<file path="src/hdl/assert_macros.svh">
// Assertion macros shared by the eviction block.
`ifndef ASSERT_MACROS_SVH
`define ASSERT_MACROS_SVH
// Clocked implication check with reset disable.
`define CHK_IMPL(lbl, clk, rst_n, ante, cons) \
    lbl: assert property (@(posedge clk) disable iff (!rst_n) (ante) |-> (cons)) \
        else $error("check failed");
// Next-cycle implication check with reset disable.
`define CHK_NEXT(lbl, clk, rst_n, ante, cons) \
    lbl: assert property (@(posedge clk) disable iff (!rst_n) (ante) |=> (cons)) \
        else $error("check failed");
`endif

</file>
<file path="src/hdl/bdoe_ram.sv">
// Generic single-port-write RAM with one registered read port.
module bdoe_ram #(
    parameter int WIDTH = 8,
    parameter int DEPTH = 64
) (
    input  logic                     clk,
    input  logic                     we,
    input  logic [$clog2(DEPTH)-1:0] waddr,
    input  logic [WIDTH-1:0]         wdata,
    input  logic [$clog2(DEPTH)-1:0] raddr,
    output logic [WIDTH-1:0]         rdata
);
    logic [WIDTH-1:0] mem [DEPTH];

    always_ff @(posedge clk)
    begin
        if (we)
        begin
            mem[waddr] <= wdata;
        end
        rdata <= mem[raddr];
    end
endmodule

</file>
<file path="config.mk">
export PLATFORM = sky130hd
export DESIGN_NAME = bdoe_ram
export DESIGN_NICKNAME = d
export VERILOG_FILES = /design/src/hdl/assert_macros.svh /design/src/hdl/bdoe_ram.sv
export SDC_FILE = /design/constraint.sdc
export NUM_CORES = 1
export LEC_CHECK = 0
export BUFFER_PORTS_ARGS = -buffer_cell sky130_fd_sc_hd__buf_2
export CORE_UTILIZATION = 61
export DETAILED_ROUTE_END_ITERATION = 10
export MAX_ROUTING_LAYER = met4
export PLACE_DENSITY = 0.86
export SKIP_LAST_GASP = 1
export SYNTH_ARGS = -nofsm -noshare
export SYNTH_HDL_FRONTEND = slang
export SYNTH_SLANG_ARGS = --single-unit
</file>
<file path="constraint.sdc">
create_clock -name clk -period 1.9 [get_ports clk]
set_input_delay 0 -clock clk [delete_from_list [all_inputs] [get_ports clk]]
set_output_delay 0 -clock clk [all_outputs]
set_load 0.02 [all_outputs]
</file>
==> flow_summary_export.csv <==
group,metric,value,unit
detailed_routing,drt.antenna.violating_nets,0,
logic_synthesis,synth_largest_type_area_fraction,0.762,
worst_setup_path,critPathCaptureType,"register",
clocking,cts_tree,"yes",
status,failing_checks,"negative hold slack, negative setup slack",
power,total_leakage_power,7.65,nW
detailed_routing,wire_per_inst,28.6,um
worst_setup_path,critical_path.max_fanout,1,
detailed_routing,drtIter0Drc,1324,
power,p_total,23.4,mW
clocking,cts-htree-levels,2,
logic_synthesis,post_synth_num_cell_types,40,
detailed_routing,total_number_of_vias,10500,
timing,tightest_slew,718,ps
grt,gr-usage-all-layers,0.287,
timing,hold_violations,6,
power,peakVddDrop,0.909,mV
timing,max_slew_margin,0.521,
status,outcome,"finished, violations left",
clocking,cts_max_path_buffers,3,
floorplan,floorplan.die.width,184,um
timing,hold-worst-slack,-104,ps
finish,total_area_of_multi_input_combinational_cells,4400,um2
clocking,clk_pin_slew_worst_paths,60,ps
logic_synthesis,proportion_of_synthesized_chip_area_in_sequential_cells,0.770,
grt,grt_overflow,0,
logic_synthesis,number_of_synthesized_flops_with_an_enable_pin,512,
floorplan,num_rows,66,
logic_synthesis,synthDominantAreaCellType,"edfxtp_1",
timing,clock-skew-final,30.0,ps
detailed_routing,firstDrtPassIters,6,
logic_synthesis,netlist_area,20200,um2
min_path,worst_min_delay_path_category,"in -> reg",
timing,rsz_0062_raised_after_global_routing,"yes",
detailed_routing,detail_route.vias_per_cell,6.51,
floorplan,number_of_placed_i_o_pins,30,
worst_setup_path,setup.worst_path.start_class,"register",
finish,drive_gt1_frac,0.339,
grt,global_route.peak_usage_layer,"met2",
grt,grt_pass1_wl,67.0,mm
grt,global_route.usage.met1,0.378,
clocking,clkLatencyLatePin,570,ps
logic_synthesis,synth_nets,962,
timing,finalWorstSetupSlack,-128,ps
clocking,hold_buffers,4,
timing,slew_viol_final,0,
grt,largest_net_degree_at_the_start_of_global_routing,65,
grt,grt_pass1_vias,10700,
power,power_per_cell_area,998,nW/um2
floorplan,die_y,184,um
worst_setup_path,timing.setup.critical_path_class,"reg -> reg",
finish,fin_util,0.721,
clocking,cts_root_buf,"clkbuf_16",
floorplan,floorplan.core_area,32500,um2
worst_setup_path,worst-endpoint-required,2310,ps
detailed_routing,routed_wirelength,46.0,mm
timing,fmax,493,MHz
timing,final-setup-viol-count,2,
finish,nFillCells,1804,
grt,globalRouteMet3Util,0.0521,
run,timing.max_cap.violations,0,
timing,layout_worst_path_cycle_share,1.07,
placed_design,gp_congestion,0.944,
floorplan,initial_core_util,0.620,
logic_synthesis,netlist_instances,940,
placed_design,port_buffers,29,
logic_synthesis,synth.area.top_cells,"edfxtp_1, mux4_2, nor2_1, mux2i_1, dfxtp_1",
logic_synthesis,synth.yosys.warnings,0,
clocking,post-cts-setup-buffer-count,0,
floorplan,floorplan.die_area,33800,um2
timing,final.min_clock_period,2030,ps
finish,area_growth_syn_to_layout,16.3,%
worst_setup_path,cp.arrival,2440,ps
logic_synthesis,synth-seq-cells,520,
clocking,tritoncts_num_sinks,520,
finish,fin_nets,1142,
clocking,cts_inserted_buffers,49,
logic_synthesis,ys_dominant_reg_cell,"edfxtp_1",
detailed_routing,drc,0,
grt,antenna_found_initial,5,
finish,register_cell_area_after_layout,15500,um2
logic_synthesis,share_of_async_settable_or_async_resettable_flops_after_synthesis,0,
placed_design,detailed_place_hpwl,29.4,mm
grt,globalRouteMet2Util,0.458,
logic_synthesis,synthesis.area_per_instance,21.5,um2
## cells by family (layout without fill, tap and decap cells)
group,count (synthesis),in the layout,share of synthesized area
mux,162,162,0.159
compound gates,54,54,0.0207
other cells,0,7,0
simple gates,153,153,0.0339
flops,520,520,0.770
buf+inv,51,271,0.0157
## registers in the layout, summed over array words and instances (netlist names)
name / cells
mem: 512
rdata: 8
## final cells by class
class / instances / area share
clock inverters: 20 / 0.00624
flip-flops and latches: 520 / 0.663
diodes: 7 / 0.000747
multi-input cells: 369 / 0.188
well taps: 442 / 0.0236
repair buffers: 180 / 0.0604
clock buffers: 71 / 0.0588
## synth_stat cells (3+ instances only)
master and number:
nand3b_1 3, nor2_1 83, edfxtp_1 512, nor3_1 7, a211oi_1 4, clkbuf_1 17
buf_4 13, dfxtp_1 8, buf_1 4, o22ai_1 8, a22oi_1 3, buf_6 4
nor2b_1 14, a21oi_1 3, mux4_2 126, nand3_1 13, buf_2 11, nand2_1 19
o221ai_1 8, mux2_2 13, a221oi_1 6, nand2b_1 7, o2111ai_1 3, o2bb2ai_1 3
mux2i_1 23
## final timing paths
kind              slack (ps)  cells past startpoint  startpoint       end
hold reg to reg          920                      4  mem[22][0]  rdata[0]
hold / removal          -100                      3    raddr[5]  rdata[2]
setup reg to reg        -130                      5  mem[29][4]  rdata[4]
setup / recovery        -130                      5  mem[29][4]  rdata[4]
## placed cells by master, fill, tap and decap left out, types with 4 or more instances in the layout
cell	netlist	layout
mux4_2	126	126
nand3_1	13	13
nor2_1	83	81
o22ai_1	8	7
nand2b_1	7	7
buf_12	2	9
nor2b_1	14	14
clkbuf_1	17	15
o221ai_1	8	8
clkbuf_8	0	8
dlygate4sd3_1	0	4
buf_2	11	26
nor3_1	7	5
a211oi_1	4	4
buf_4	13	140
diode_2	0	7
clkbuf_16	0	49
edfxtp_1	512	512
dfxtp_1	8	8
mux2i_1	23	23
clkinv_2	0	4
clkinv_1	0	11
nand2_1	19	19
mux2_2	13	12
## layer usage
metal	vias up	wire, um
li1	4298	-
met1	5340	16700
met2	710	23000
met3	132	4810
met4	0	1560
met5	-	0
## worst max-delay path, stage by stage (launching register included)
cell	delay (ps)
edfxtp_1	360
mux4_2	490
mux2_4	290
o221a_4	280
nor3_4	300
o32ai_2	140
## power by group
| part | leakage (nW) | total, mW | internal [mW] | switching (mW) |
|---|---|---|---|---|
| Sequential | 4.67 | 12.7 | 12.7 | 0.0452 |
| Combinational | 2.24 | 1.36 | 0.551 | 0.807 |
| Clock | 0.742 | 9.29 | 5.29 | 4.00 |
| Total | 7.65 | 23.4 | 18.5 | 4.85 |
## stage by stage
step	hold WS, ps	cells	worst slack [ps]	instance area (um2)	TNS (ps)
finish	-104	1609	-128	23400	-137
global placement	395	1508	-292	21800	-1120
floorplan	98.9	940	208	20200	0
CTS	-137	1602	-31.7	23400	-31.7
global route	-104	1607	-150	23400	-221
detailed placement	426	1508	-320	21800	-1580
## timing repair
item	4_1_cts	5_1_grt
endpoints found under the hold margin	88	7
pin swaps	2	2
resized for setup	11	7
endpoints found under the setup margin	6	7
(Power assumes the default switching activity.)
